===== config.mk =====
export PLATFORM = sky130hd
export DESIGN_NAME = canonical_huffman_decoder_unit_flat
export DESIGN_NICKNAME = d
export VERILOG_FILES = /design/src/sv/chd_pkg.sv /design/src/sv/chd_if.sv /design/src/sv/chd_ram.sv /design/src/sv/chd_out_buf.sv /design/src/sv/canonical_huffman_decoder_unit.sv /design/src/flat_wrapper.sv
export VERILOG_INCLUDE_DIRS = /design/src /design/src/sv
export SDC_FILE = /design/constraint.sdc
export NUM_CORES = 2
export LEC_CHECK = 0
export CAP_MARGIN = 0
export CORE_MARGIN = 1
export CORE_UTILIZATION = 60
export CTS_BUF_LIST = sky130_fd_sc_hd__clkbuf_4
export CTS_CLUSTER_DIAMETER = 120
export CTS_CLUSTER_SIZE = 12
export DETAILED_ROUTE_END_ITERATION = 8
export DONT_BUFFER_PORTS = 1
export PLACE_DENSITY = 0.76
export SYNTH_ARGS = -nofsm -noshare
export SYNTH_HDL_FRONTEND = slang
export SYNTH_SLANG_ARGS = --single-unit

===== constraint.sdc =====
create_clock -name i_clk -period 21.4 [get_ports i_clk]
set_input_delay 1.07 -clock i_clk [delete_from_list [all_inputs] [get_ports i_clk]]
set_output_delay 1.07 -clock i_clk [all_outputs]
set_load 0.1 [all_outputs]

===== src/sv/assert_macros.svh =====
`ifndef ASSERT_MACROS_SVH
`define ASSERT_MACROS_SVH

// Concurrent check on a clock with an active-low reset.
`define ASSERT_CLK(label, clk, rst_n, prop, msg) \
    label: assert property (@(posedge clk) disable iff (!rst_n) prop) else $error(msg);

// Implication check: whenever pre holds, con must hold in the same cycle.
`define ASSERT_IMPLY(label, clk, rst_n, pre, con, msg) \
    `ASSERT_CLK(label, clk, rst_n, (pre) |-> (con), msg)

`endif


===== src/sv/chd_pkg.sv =====
`timescale 1ns / 1ps

package chd_pkg;

    localparam int CODE_W   = 32;
    localparam int SYM_W    = 8;
    localparam int LEN_W    = 6;
    localparam int MODE_W   = 2;
    localparam int STATUS_W = 3;
    localparam int CFG_W    = 32;

    localparam int DEF_SYMBOLS = 256;
    localparam int DEF_MAX_LEN = 32;

    localparam logic [MODE_W-1:0] MODE_CLEAR  = 2'd0;
    localparam logic [MODE_W-1:0] MODE_LOAD   = 2'd1;
    localparam logic [MODE_W-1:0] MODE_DECODE = 2'd2;

    localparam logic [STATUS_W-1:0] ST_OK       = 3'd0;
    localparam logic [STATUS_W-1:0] ST_SYMBOL   = 3'd1;
    localparam logic [STATUS_W-1:0] ST_LIMIT    = 3'd2;
    localparam logic [STATUS_W-1:0] ST_TOO_LONG = 3'd3;
    localparam logic [STATUS_W-1:0] ST_LOAD_ERR = 3'd4;
    localparam logic [STATUS_W-1:0] ST_FULL     = 3'd5;

    typedef struct packed {
        logic [STATUS_W-1:0] status;
        logic [SYM_W-1:0]    out_symbol;
        logic [CODE_W-1:0]   assigned_code;
        logic [LEN_W-1:0]    assigned_length;
    } t_result;

endpackage


===== src/sv/chd_if.sv =====
`timescale 1ns / 1ps

interface chd_in_if import chd_pkg::*; ();
    logic              valid;
    logic              ready;
    logic [MODE_W-1:0] mode;
    logic [SYM_W-1:0]  symbol;
    logic [LEN_W-1:0]  code_length;
    logic              bit_req;

    modport source (output valid, output mode, output symbol, output code_length,
                    output bit_req, input ready);
    modport sink   (input valid, input mode, input symbol, input code_length,
                    input bit_req, output ready);
endinterface

interface chd_out_if import chd_pkg::*; ();
    logic                valid;
    logic                ready;
    logic [STATUS_W-1:0] status;
    logic [SYM_W-1:0]    out_symbol;
    logic [CODE_W-1:0]   assigned_code;
    logic [LEN_W-1:0]    assigned_length;

    modport source (output valid, output status, output out_symbol,
                    output assigned_code, output assigned_length, input ready);
    modport sink   (input valid, input status, input out_symbol,
                    input assigned_code, input assigned_length, output ready);
endinterface


===== src/sv/chd_ram.sv =====
`timescale 1ns / 1ps

module chd_ram #(
    parameter int W = 8,
    parameter int D = 256,
    localparam int AW = $clog2(D)
) (
    input  logic          i_clk,
    input  logic          i_we,
    input  logic [AW-1:0] i_waddr,
    input  logic [W-1:0]  i_wdata,
    input  logic [AW-1:0] i_raddr,
    output logic [W-1:0]  o_rdata
);

    logic [W-1:0] r_mem [D];
    logic [W-1:0] r_rdata;

    always_ff @(posedge i_clk) begin
        if (i_we) begin
            r_mem[i_waddr] <= i_wdata;
        end
        r_rdata <= r_mem[i_raddr];
    end

    assign o_rdata = r_rdata;

endmodule


===== src/sv/chd_out_buf.sv =====
`timescale 1ns / 1ps

module chd_out_buf import chd_pkg::*; (
    input  logic      i_clk,
    input  logic      i_rst_n,
    input  logic      i_push,
    input  t_result   i_res,
    output logic      o_space,
    chd_out_if.source o_out
);

    logic    r_valid;
    t_result r_data;

    // A slot frees up in the same cycle that the sink takes the held result.
    assign o_space = !r_valid || o_out.ready;

    always_ff @(posedge i_clk) begin
        if (!i_rst_n) begin
            r_valid <= 1'b0;
        end else if (i_push && o_space) begin
            r_valid <= 1'b1;
        end else if (o_out.ready) begin
            r_valid <= 1'b0;
        end
    end

    always_ff @(posedge i_clk) begin
        if (i_push && o_space) begin
            r_data <= i_res;
        end
    end

    assign o_out.valid           = r_valid;
    assign o_out.status          = r_data.status;
    assign o_out.out_symbol      = r_data.out_symbol;
    assign o_out.assigned_code   = r_data.assigned_code;
    assign o_out.assigned_length = r_data.assigned_length;

endmodule


===== src/sv/canonical_huffman_decoder_unit.sv =====
`timescale 1ns / 1ps
// Canonical Huffman decoder with an incrementally loaded code table.
// Input channel i_in carries one request per item: clear, load of one
// (symbol, length) pair, or one compressed bit to decode. Output channel
// o_out returns exactly one result per request. i_cfg_we/i_cfg_wdata set
// the symbol limit; write it only while the block is idle.
// One request is in flight at a time. A load, or a decode bit that does not
// finish a code, passes through the lookup state before its result; a decoded
// symbol passes through the lookup and symbol states; a clear, an unused mode
// or an ignored bit goes straight to the done state.
// The next request is taken in the cycle the result appears. The steps are
// set by the registered read of the per-length table memory, followed for a
// match by the registered read of the symbol memory.
// A single output register decouples the sink: while it holds a result, the
// next one waits internally and no new request is taken until it moves on.
// Synchronous reset empties the table (per-length valid flags), the decoder
// state and the symbol limit; there is no clearing pass over the memories.
// A clear request does the same, but keeps the symbol limit.
`include "assert_macros.svh"

module canonical_huffman_decoder_unit import chd_pkg::*; #(
    parameter int SYMBOLS = DEF_SYMBOLS,
    parameter int MAX_LEN = DEF_MAX_LEN
) (
    input  logic             i_clk,
    input  logic             i_rst_n,
    input  logic             i_cfg_we,
    input  logic [CFG_W-1:0] i_cfg_wdata,
    chd_in_if.sink           i_in,
    chd_out_if.source        o_out
);

    localparam int IW  = $clog2(SYMBOLS);
    localparam int CW  = $clog2(SYMBOLS + 1);
    localparam int LW  = $clog2(MAX_LEN);
    localparam int PLW = $clog2(MAX_LEN + 1);
    localparam int TW  = CODE_W + IW + CW;

    typedef enum logic [3:0] {
        S_IDLE = 4'b0001,
        S_LOOK = 4'b0010,
        S_SYM  = 4'b0100,
        S_DONE = 4'b1000
    } t_state;

    t_state n_state;
    t_state r_state;

    logic [CFG_W-1:0]  r_limit;
    logic [MODE_W-1:0] r_mode;
    logic [SYM_W-1:0]  r_sym;
    logic [LEN_W-1:0]  r_len;
    logic              r_bit;
    logic              r_hit_valid;
    logic [MAX_LEN-1:0] r_len_valid;
    logic [CW-1:0]     r_entry_count;
    logic [CODE_W-1:0] r_prev_code;
    logic [PLW-1:0]    r_prev_len;
    logic [CODE_W-1:0] r_pcode;
    logic [PLW-1:0]    r_plen;
    logic [CODE_W-1:0] r_dec_count;
    t_result           r_res;
    t_result           n_res;

    logic              in_acc;
    logic              limit_hit;
    logic              out_space;
    logic              out_push;

    logic              tbl_we;
    logic [LW-1:0]     tbl_waddr;
    logic [TW-1:0]     tbl_wdata;
    logic [LW-1:0]     tbl_raddr;
    logic [TW-1:0]     tbl_rdata;

    logic              sym_we;
    logic [IW-1:0]     sym_raddr;
    logic [SYM_W-1:0]  sym_rdata;

    logic [CODE_W-1:0] rd_first;
    logic [IW-1:0]     rd_base;
    logic [CW-1:0]     rd_cnt;
    logic [CW-1:0]     cnt;

    logic [CODE_W:0]   pc1;
    logic [LEN_W-1:0]  grow;
    logic [CODE_W-1:0] new_code;
    logic              bad_len;
    logic              tbl_full;
    logic              len_fall;
    logic              code_ovf;
    logic              load_ok;
    logic [STATUS_W-1:0] load_status;

    logic [CODE_W-1:0] nc;
    logic [PLW-1:0]    nl;
    logic [CODE_W-1:0] off;
    logic              hit;

    assign i_in.ready = (r_state == S_IDLE);
    assign in_acc     = i_in.valid && i_in.ready;
    assign limit_hit  = (r_limit != '0) && (r_dec_count >= r_limit);
    assign out_push   = (r_state == S_DONE);

    // The table is read at acceptance, so its data is ready in the lookup state.
    assign tbl_raddr = (i_in.mode == MODE_LOAD) ? LW'(i_in.code_length - 6'd1)
                                                : r_plen[LW-1:0];

    assign rd_first = tbl_rdata[TW-1 -: CODE_W];
    assign rd_base  = tbl_rdata[CW +: IW];
    assign rd_cnt   = tbl_rdata[CW-1:0];
    assign cnt      = r_hit_valid ? rd_cnt : '0;

    // Next canonical code. It fits its length exactly when the previous code
    // plus one still fits the previous length.
    assign pc1      = {1'b0, r_prev_code} + {{CODE_W{1'b0}}, 1'b1};
    assign grow     = r_len - LEN_W'(r_prev_len);
    assign new_code = (r_prev_len == '0) ? '0 : (pc1[CODE_W-1:0] << grow);
    assign bad_len  = (r_len == '0) || (r_len > LEN_W'(MAX_LEN));
    assign tbl_full = (r_entry_count >= CW'(SYMBOLS));
    assign len_fall = (r_prev_len != '0) && (r_len < LEN_W'(r_prev_len));
    assign code_ovf = (r_prev_len != '0) && ((pc1 >> r_prev_len) != '0);

    always_comb begin
        load_status = ST_OK;
        if (bad_len) begin
            load_status = ST_LOAD_ERR;
        end else if (tbl_full) begin
            load_status = ST_FULL;
        end else if (len_fall || code_ovf) begin
            load_status = ST_LOAD_ERR;
        end
    end
    assign load_ok = (load_status == ST_OK);

    assign tbl_we    = (r_state == S_LOOK) && (r_mode == MODE_LOAD) && load_ok;
    assign sym_we    = tbl_we;
    assign tbl_waddr = LW'(r_len - 6'd1);
    assign tbl_wdata = {(cnt == '0) ? new_code : rd_first,
                        (cnt == '0) ? r_entry_count[IW-1:0] : rd_base,
                        cnt + CW'(1)};

    assign nc        = {r_pcode[CODE_W-2:0], r_bit};
    assign nl        = r_plen + PLW'(1);
    assign off       = nc - rd_first;
    assign hit       = (cnt != '0) && (nc >= rd_first) && (off < CODE_W'(cnt));
    assign sym_raddr = rd_base + off[IW-1:0];

    always_comb begin
        n_state = r_state;
        case (r_state)
            S_IDLE: begin
                if (in_acc) begin
                    if (i_in.mode == MODE_LOAD) begin
                        n_state = S_LOOK;
                    end else if (i_in.mode == MODE_DECODE && !limit_hit) begin
                        n_state = S_LOOK;
                    end else begin
                        n_state = S_DONE;
                    end
                end
            end
            S_LOOK: begin
                if (r_mode == MODE_DECODE && hit) begin
                    n_state = S_SYM;
                end else begin
                    n_state = S_DONE;
                end
            end
            S_SYM: begin
                n_state = S_DONE;
            end
            S_DONE: begin
                if (out_space) begin
                    n_state = S_IDLE;
                end
            end
            default: begin
                n_state = S_IDLE;
            end
        endcase
    end

    always_comb begin
        n_res = r_res;
        if (in_acc) begin
            n_res = '0;
            if (i_in.mode == MODE_DECODE && limit_hit) begin
                n_res.status = ST_LIMIT;
            end
        end
        if (r_state == S_LOOK) begin
            n_res = '0;
            if (r_mode == MODE_LOAD) begin
                n_res.status = load_status;
                if (load_ok) begin
                    n_res.assigned_code   = new_code;
                    n_res.assigned_length = r_len;
                end
            end else if (!hit && nl >= PLW'(MAX_LEN)) begin
                n_res.status = ST_TOO_LONG;
            end
        end
        if (r_state == S_SYM) begin
            n_res.status     = ST_SYMBOL;
            n_res.out_symbol = sym_rdata;
        end
    end

    always_ff @(posedge i_clk) begin
        if (!i_rst_n) begin
            r_state       <= S_IDLE;
            r_limit       <= '0;
            r_len_valid   <= '0;
            r_entry_count <= '0;
            r_prev_code   <= '0;
            r_prev_len    <= '0;
            r_pcode       <= '0;
            r_plen        <= '0;
            r_dec_count   <= '0;
        end else begin
            r_state <= n_state;
            if (i_cfg_we) begin
                r_limit <= i_cfg_wdata;
            end
            if (in_acc && i_in.mode == MODE_CLEAR) begin
                r_len_valid   <= '0;
                r_entry_count <= '0;
                r_prev_code   <= '0;
                r_prev_len    <= '0;
                r_pcode       <= '0;
                r_plen        <= '0;
                r_dec_count   <= '0;
            end
            if (tbl_we) begin
                r_len_valid[tbl_waddr] <= 1'b1;
                r_entry_count          <= r_entry_count + CW'(1);
                r_prev_code            <= new_code;
                r_prev_len             <= PLW'(r_len);
            end
            if (r_state == S_LOOK && r_mode == MODE_DECODE) begin
                if (hit) begin
                    r_pcode     <= '0;
                    r_plen      <= '0;
                    r_dec_count <= r_dec_count + CODE_W'(1);
                end else if (nl >= PLW'(MAX_LEN)) begin
                    r_pcode <= '0;
                    r_plen  <= '0;
                end else begin
                    r_pcode <= nc;
                    r_plen  <= nl;
                end
            end
        end
    end

    always_ff @(posedge i_clk) begin
        if (in_acc) begin
            r_mode      <= i_in.mode;
            r_sym       <= i_in.symbol;
            r_len       <= i_in.code_length;
            r_bit       <= i_in.bit_req;
            r_hit_valid <= r_len_valid[tbl_raddr];
        end
        r_res <= n_res;
    end

    chd_ram #(
        .W (TW),
        .D (MAX_LEN)
    ) u_len_tbl (
        .i_clk   (i_clk),
        .i_we    (tbl_we),
        .i_waddr (tbl_waddr),
        .i_wdata (tbl_wdata),
        .i_raddr (tbl_raddr),
        .o_rdata (tbl_rdata)
    );

    chd_ram #(
        .W (SYM_W),
        .D (SYMBOLS)
    ) u_sym_store (
        .i_clk   (i_clk),
        .i_we    (sym_we),
        .i_waddr (r_entry_count[IW-1:0]),
        .i_wdata (r_sym),
        .i_raddr (sym_raddr),
        .o_rdata (sym_rdata)
    );

    chd_out_buf u_out_buf (
        .i_clk   (i_clk),
        .i_rst_n (i_rst_n),
        .i_push  (out_push),
        .i_res   (r_res),
        .o_space (out_space),
        .o_out   (o_out)
    );

    `ASSERT_IMPLY(a_plen_bound, i_clk, i_rst_n, 1'b1, r_plen < PLW'(MAX_LEN), "partial length out of range")
    `ASSERT_IMPLY(a_tbl_we_load, i_clk, i_rst_n, tbl_we, (r_state == S_LOOK) && (r_mode == MODE_LOAD), "table write outside a load")
    `ASSERT_IMPLY(a_sym_read_written, i_clk, i_rst_n, (r_state == S_LOOK) && (n_state == S_SYM), CW'(sym_raddr) < r_entry_count, "symbol read beyond loaded entries")
    `ASSERT_IMPLY(a_limit_no_lookup, i_clk, i_rst_n, in_acc && (i_in.mode == MODE_DECODE) && limit_hit, n_state == S_DONE, "ignored bit reached the table lookup")

endmodule


===== src/flat_wrapper.sv =====
// flat-port wrapper written by rule: the top's interface ports become plain ports
module canonical_huffman_decoder_unit_flat import chd_pkg::*;
#(
    parameter int SYMBOLS = DEF_SYMBOLS,
    parameter int MAX_LEN = DEF_MAX_LEN
)
  (i_clk, i_rst_n, i_cfg_we, i_cfg_wdata, i_in_valid, i_in_mode, i_in_symbol, i_in_code_length, i_in_bit_req, i_in_ready, o_out_valid, o_out_status, o_out_out_symbol, o_out_assigned_code, o_out_assigned_length, o_out_ready);
  chd_in_if i_in_i ();
  chd_out_if o_out_i ();
  input  logic i_clk;
  input  logic i_rst_n;
  input  logic i_cfg_we;
  input  logic [CFG_W-1:0] i_cfg_wdata;
  input wire logic [$bits(i_in_i.valid)-1:0] i_in_valid;
  input wire logic [$bits(i_in_i.mode)-1:0] i_in_mode;
  input wire logic [$bits(i_in_i.symbol)-1:0] i_in_symbol;
  input wire logic [$bits(i_in_i.code_length)-1:0] i_in_code_length;
  input wire logic [$bits(i_in_i.bit_req)-1:0] i_in_bit_req;
  output wire logic [$bits(i_in_i.ready)-1:0] i_in_ready;
  output wire logic [$bits(o_out_i.valid)-1:0] o_out_valid;
  output wire logic [$bits(o_out_i.status)-1:0] o_out_status;
  output wire logic [$bits(o_out_i.out_symbol)-1:0] o_out_out_symbol;
  output wire logic [$bits(o_out_i.assigned_code)-1:0] o_out_assigned_code;
  output wire logic [$bits(o_out_i.assigned_length)-1:0] o_out_assigned_length;
  input wire logic [$bits(o_out_i.ready)-1:0] o_out_ready;
  assign i_in_i.valid = i_in_valid;
  assign i_in_i.mode = i_in_mode;
  assign i_in_i.symbol = i_in_symbol;
  assign i_in_i.code_length = i_in_code_length;
  assign i_in_i.bit_req = i_in_bit_req;
  assign i_in_ready = i_in_i.ready;
  assign o_out_valid = o_out_i.valid;
  assign o_out_status = o_out_i.status;
  assign o_out_out_symbol = o_out_i.out_symbol;
  assign o_out_assigned_code = o_out_i.assigned_code;
  assign o_out_assigned_length = o_out_i.assigned_length;
  assign o_out_i.ready = o_out_ready;
  canonical_huffman_decoder_unit #(.SYMBOLS(SYMBOLS), .MAX_LEN(MAX_LEN)) u_core (.i_clk(i_clk), .i_rst_n(i_rst_n), .i_cfg_we(i_cfg_we), .i_cfg_wdata(i_cfg_wdata), .i_in(i_in_i), .o_out(o_out_i));
endmodule

After elaboration in Yosys (flattened, before gate mapping)
Memories as Yosys holds them, arrays and structs flattened. A register that Yosys moved wholly into a read port is not among the register bits.
Cells that the tools add are included.
{"block": "word_totals", "ram_bits": 3616, "input_bits": 54, "n_memories": 2, "output_inout_bits": 51, "regBits": 301, "wordCells": 143}
{"block": "op_classes", "order_cmp": 10, "n_eq_ne": 10, "n_reduce_logical": 37, "n_bitwise": 1, "add_sub_neg": 10, "shift": 2, "mux": 48}
{"name": "u_core.u_sym_store.r_mem", "depth": 256, "width": 8, "rd": 1, "rd_ports_with_merged_regs": 1, "write_ports": 1, "line": "chd_ram.sv:16", "rtl": "logic [W-1:0] r_mem [D];"}
{"name": "u_core.u_len_tbl.r_mem", "depth": 32, "width": 49, "rd": 1, "rd_ports_with_merged_regs": 1, "write_ports": 1, "line": "chd_ram.sv:16"}
{"cell": "32-bit 2-to-1 mux", "count": 10}
{"cell": "49-bit 2-to-1 mux", "count": 2}
{"cell": "31-bit 2-to-1 mux", "count": 3}
{"cell": "38-bit 2-to-1 mux", "count": 2}
{"cell": "32-bit >= comparator", "count": 2}
{"cell": "32-bit by 1-bit adder with 33-bit output, second input constant", "count": 1}
{"cell": "33-bit nonzero test", "count": 1}
{"cell": "33-bit by 6-bit right shift with 33-bit output", "count": 1}
{"cell": "32-bit by 1-bit adder with 32-bit output, second input constant", "count": 1}
{"cell": "32-bit by 9-bit < comparator with 1-bit output", "count": 1}
{"cell": "32-bit bitwise OR", "count": 1}
{"cell": "32-bit nonzero test", "count": 1}
{"cell": "32-bit by 6-bit left shift with 32-bit output", "count": 1}
{"cell": "32-bit subtractor", "count": 1}
{"cell": "6-bit 2-to-1 mux", "count": 5}
{"cell": "9-bit 2-to-1 mux", "count": 3}
{"cell": "4-bit 2-to-1 mux", "count": 5}
{"cell": "9-bit by 1-bit adder with 9-bit output, second input constant", "count": 2}
{"cell": "1-bit logical AND", "count": 16}
{"cell": "8-bit 2-to-1 mux", "count": 2}
{"cell": "4-bit case mux with 4 select lines", "count": 1}
{"cell": "6-bit zero test", "count": 2}
{"cell": "5-bit by 6-bit < comparator with 1-bit output, second input constant", "count": 2}
{"cell": "3-bit 2-to-1 mux", "count": 4}
{"cell": "other kinds (32)", "count": 48}

Longest topological paths before layout
{"block": "depth", "depth_word": 13, "ltp_mapped": 24, "depth_no_buf": 22}

Cells and area by module
Synthesis repeated with hierarchy kept, for this count alone.
{"block": "unflattened", "cells_unflattened": 9415, "hier_area_um2": 160840.5}
{"module": "chd_ram (u_core.u_sym_store)", "cells_per_inst": 3733, "seq_area_each_um2": 61659.1, "area_per_inst_um2": 79556.3, "instances": 1}
{"module": "chd_ram (u_core.u_len_tbl)", "cells_per_inst": 3434, "seq_area_each_um2": 48066.1, "area_per_inst_um2": 61854.3, "instances": 1}
{"module": "canonical_huffman_decoder_unit", "cells_per_inst": 2194, "seq_area_each_um2": 5665.4, "area_per_inst_um2": 17900.9, "instances": 1}
{"module": "chd_out_buf", "cells_per_inst": 54, "seq_area_each_um2": 1491.4, "area_per_inst_um2": 1529.0, "instances": 1}

Worst setup path after synthesis
OpenSTA, ideal clock, no wires.
{"block": "synth_path", "path_kind": "register -> register", "start": "register u_core.r_prev_code[8]", "end": "memory u_core.u_len_tbl.r_mem[23][0] in the netlist's numbering (enable)", "stages_incl_launch_ff": 16, "arrival_time_ns": 7.340, "setup_slack_ns": 13.543, "period_less_slack_ns": 7.857, "setup_ns": 0.516, "t_required_ns": 20.884, "path_buffers": 5, "path_cell_list": "dfxtp_1 buf_4 nand4_4 or4_1 buf_2 or4_1 xnor2_1 a2111oi_2 o2111ai_1 a2111oi_2 o21ai_1 or4_4 clkbuf_1 buf_2 buf_2 nor3_1"}
{"block": "synth_via", "elab_chain_len": 12}
{"element": "start, declared", "line": "canonical_huffman_decoder_unit.sv:57", "rtl": "logic [CODE_W-1:0] r_prev_code;"}
{"element": "start signal, assigned", "line": "canonical_huffman_decoder_unit.sv:238", "rtl": "r_prev_code <= new_code;"}
{"element": "32-bit by 1-bit adder with 33-bit output", "line": "canonical_huffman_decoder_unit.sv:116", "rtl": "assign pc1 = {1'b0, r_prev_code} + {{CODE_W{1'b0}}, 1'b1};"}
{"element": "33-bit by 6-bit right shift with 33-bit output", "line": "canonical_huffman_decoder_unit.sv:122", "rtl": "assign code_ovf = (r_prev_len != '0) && ((pc1 >> r_prev_len) != '0);"}
{"element": "33-bit nonzero test", "line": "canonical_huffman_decoder_unit.sv:122"}
{"element": "1-bit logical AND", "line": "canonical_huffman_decoder_unit.sv:122"}
{"element": "1-bit logical OR", "line": "canonical_huffman_decoder_unit.sv:130", "rtl": "end else if (len_fall || code_ovf) begin"}
{"element": "3-bit 2-to-1 mux", "line": "canonical_huffman_decoder_unit.sv:130"}
{"element": "3-bit 2-to-1 mux", "line": "canonical_huffman_decoder_unit.sv:128", "rtl": "end else if (tbl_full) begin"}
{"element": "3-bit 2-to-1 mux", "line": "canonical_huffman_decoder_unit.sv:126", "rtl": "if (bad_len) begin"}
{"element": "3-bit zero test", "line": "canonical_huffman_decoder_unit.sv:134", "rtl": "assign load_ok = (load_status == ST_OK);"}
{"element": "1-bit logical AND", "line": "canonical_huffman_decoder_unit.sv:136", "rtl": "assign tbl_we = (r_state == S_LOOK) && (r_mode == MODE_LOAD) && load_ok;"}
{"element": "1-bit 2-to-1 mux", "line": "chd_ram.sv:20", "rtl": "if (i_we) begin"}
{"element": "1-bit 2-to-1 mux (implied by the code)", "line": "chd_ram.sv:21", "rtl": "r_mem[i_waddr] <= i_wdata;"}
{"element": "end, declared", "line": "chd_ram.sv:16"}
No other way between the ends.

Worst setup path in the final report
{"block": "layout_path", "start": "register u_core.r_prev_code[5]", "end": "memory u_core.u_len_tbl.r_mem[12][0] in the netlist's numbering (enable)"}
The elaborated chain is that of the path after synthesis.

==> flow_metrics.env <==
export IMPL_worstPathArrival_ps=8350
export IMPL_start_util_pct=60.31
export IMPL_regToRegEndpoint="u_core.u_len_tbl.r_mem[12][0]"
export IMPL_io_pins=105
export IMPL_die_w_um=518.0
export IMPL_r2r_worst_path_cells=13
export IMPL_rsz0062_at_grt="false"
export IMPL_port_buffers=0
export IMPL_grt_pass1_vias=82070
export IMPL_status="finished, final reports clean"
export IMPL_cts_resized=0
export IMPL_grt_max_degree=142
export IMPL_vias=82400
export IMPL_whs_path_depth=1
export IMPL_clk_path_buf_depth=4
export IMPL_cp_required_ps=22410
export IMPL_slew_headroom_pct=3.966
export IMPL_setup_viol_count_final=0
export IMPL_dpl_worst_slack_ps=13640
export IMPL_synthesis_nets=8499
export IMPL_viasPerCell=6.727
export IMPL_final_net_count=8641
export IMPL_fin_skew_ps=138.2
export IMPL_reg2reg_from="u_core.r_prev_code[5]"
export IMPL_clock_latency_ps=1490
export IMPL_syn_avg_cell_area_um2=19.14
export IMPL_crit_path_start="u_core.r_prev_code[5]"
export IMPL_finalCritPeriodShare_pct=34.29
export IMPL_dr_pass1_iters=6
export IMPL_hp_class="input port to flop"
export IMPL_holdPathEnd="u_core.r_sym[4]"
export IMPL_yosys_warnings=0
export IMPL_yosysTopAreaCell="edfxtp_1"
export IMPL_core_area_um2=264900
export IMPL_synth_most_common_cell="edfxtp_1"
export IMPL_grt_overflow_total=0
export IMPL_place_hpwl_um=228600
export IMPL_place_area_um2=164400
export IMPL_dp_cells=11570
export IMPL_avgRoutedWirePerCell_um=31.20
export IMPL_ys_ff_latch=3974
export IMPL_gp_congestion=0.9264
export IMPL_hold_viol=0
export IMPL_setup_tns_ps=0
export IMPL_start_kind="flop"
export IMPL_drv_cap=0
export IMPL_netlist_area_leader_share_pct=70.11
export IMPL_period_needed_ps=7338
export IMPL_final_cell_area_um2=169700
export IMPL_synthesis_area_um2=159700
export IMPL_seq_area_frac_synth_pct=73.18
export IMPL_rows=189
export IMPL_synth_commonest_cells="3729 x edfxtp_1, 1044 x mux4_2, 524 x nor2_1"
export IMPL_rrSetupSlack_ps=14060
export IMPL_finalMaxSlewViolations=0
export IMPL_dieArea_um2=268300
export IMPL_area_growth_syn_to_layout_pct=6.258
export IMPL_clockRootBuffer="clkbuf_4"
export IMPL_worst_pin_slew_ps=1441
export IMPL_worst_slack_ps=14060
export IMPL_cts_htree_levels=5
export IMPL_cts_buffers=369
export IMPL_hp_start="i_in_symbol[4]"
export IMPL_synth_cell_types=84
export IMPL_grt_pass1_wl_um=561000
export IMPL_synthArstFlopShare_pct=0
export IMPL_peakVddDrop_mv=0.1240
export IMPL_final_cells=12250
export IMPL_p_per_area_nw_per_um2=92.25
export IMPL_routed_wl_um=382100
export IMPL_cts_reportedPaths_clkPinSlew_ps=140
export IMPL_drc=0
export IMPL_drive_gt1_share_pct=23.48
export IMPL_track_usage_pct=28.50
export IMPL_crit_type="flop to flop"
export IMPL_drt_iter0_drc=9932
export IMPL_worstPathMaxFanout=30
export IMPL_synth_edf_count=3729
export IMPL_fmax_mhz=136.3
export IMPL_cts_tree="done"
export IMPL_die_h_um=518.0
export IMPL_ant_nets=0
export IMPL_p_leak_nw=53.78
export IMPL_cp_end_kind="flop"
export IMPL_cts_sinks=3974
export IMPL_antenna_found_initial=16
export IMPL_ys_top_cells_by_area="edfxtp_1 70%, mux4_2 15%, dfxtp_1 3.1%"
export IMPL_synth_cells=8347
export IMPL_yosys_most_used_dff="edfxtp_1"
==> layer usage <==
| layer | wire length [µm] | vias to the layer above | GRT usage [%] | share of wire [%] |
|---|---|---|---|---|
| met2 | 187100 | 4542 | 45.87 | 49 |
| met1 | 145100 | 42760 | 39.81 | 38 |
| met3 | 33810 | 774 | 4.437 | 8.8 |
| li1 | - | 34310 | - | - |
| met5 | 48 | - | 0 | 0.013 |
| met4 | 16100 | 8 | 11.05 | 4.2 |
==> placed cells by master, fill, tap and decap left out, types with 84 or more instances in the layout <==
master and instances:
a211oi_1 87, a21oi_1 230, buf_4 169, clkbuf_4 558
dfxtp_1 245, dlygate4sd3_1 84, edfxtp_1 3729, ha_1 93
inv_1 132, mux2_2 111, mux2i_1 212, mux4_2 1044
nand2_1 387, nor2_1 498, o21ai_0 147
==> worst max-delay path: stages, from the launching register on <==
cell,delay (ps)
dfxtp_1,670
nand3_1,600
nor3_1,760
a31oi_1,170
or4b_2,730
a2111oi_2,280
o2111ai_1,210
a2111oi_2,430
o21ai_1,190
or4_4,530
nor2_2,150
nand2_1,520
nor2_4,930
buf_4,710
==> state kept, by name, summed over array words and instances (netlist names), 4 cells and up <==
register,flops
u_core.r_len,6
u_core.r_limit,32
u_core.u_out_buf.o_out.assigned_code,32
u_core.u_sym_store.o_rdata,8
u_core.r_pcode,31
u_core.u_len_tbl.o_rdata,49
u_core.u_out_buf.o_out.out_symbol,8
u_core.u_len_tbl.r_mem,1568
u_core.r_len_valid,32
u_core.u_out_buf.o_out.assigned_length,6
u_core.u_sym_store.r_mem,2048
u_core.r_sym,8
u_core.r_prev_len,6
u_core.r_entry_count,9
u_core.r_res,49
u_core.r_prev_code,32
u_core.r_state,4
u_core.r_dec_count,32
u_core.r_plen,6
==> kinds of logic after synthesis <==
kind of cell	count (synthesis)	share of synthesized area (%)
AOI/OAI and AO/OA	880	3.540
xor gates and xnor gates	63	0.3455
adders and majority gates	98	0.7818
buffers and inverters	630	1.549
DFF	3974	73.18
muxes	1369	16.84
and+or+nand+nor	1333	3.761
==> per-stage QoR <==
stage	hold slack [ps]	total power [W]	utilization, %
global route	201.2	0.01615	64.07
detailed placement	404.5	0.01226	62.06
global placement	404.7	0.01221	62.06
floorplan	399.4	0.01116	-
CTS	84.41	0.01572	64.05
finish	244.2	0.01566	64.08
==> worst max path at each step <==
stage	cells after the start	to
2_1_floorplan	15	u_core.u_len_tbl.r_mem[23][0]
3_3_place_gp	12	u_core.u_len_tbl.r_mem[13][0]
3_5_place_dp	13	u_core.u_len_tbl.r_mem[12][0]
4_1_cts	13	u_core.u_len_tbl.r_mem[12][7]
5_1_grt	14	u_core.u_sym_store.o_rdata[1]
6_report	13	u_core.u_len_tbl.r_mem[12][0]
==> cell type report <==
cell class | count | area [µm²]
flip-flops and latches | 3974 | 116900
fillers | 17640 | 95140
multi-input cells | 3743 | 41080
well taps | 3533 | 4420
clock buffers | 558 | 4189
repair buffers | 265 | 2350
inverters | 136 | 511.7
clock inverters | 22 | 237.7
diodes | 18 | 45.04
==> report_power, final <==
part / switching [W] / internal, W / total [W]
Combinational: 0.00193 / 0.00145 / 0.00338
Clock: 0.00232 / 0.00123 / 0.00356
Sequential: 0.0000638 / 0.00866 / 0.00872
Total: 0.00431 / 0.0113 / 0.0157
==> what timing repair did <==
| action | CTS | global route |
|---|---|---|
| hold endpoints to repair | 100 | 0 |
| setup buffers | 0 | 0 |
| endpoints found under the setup margin | 0 | 0 |
| hold buffers | 84 | 0 |
Note: power is estimated with default switching activity, not from simulation.
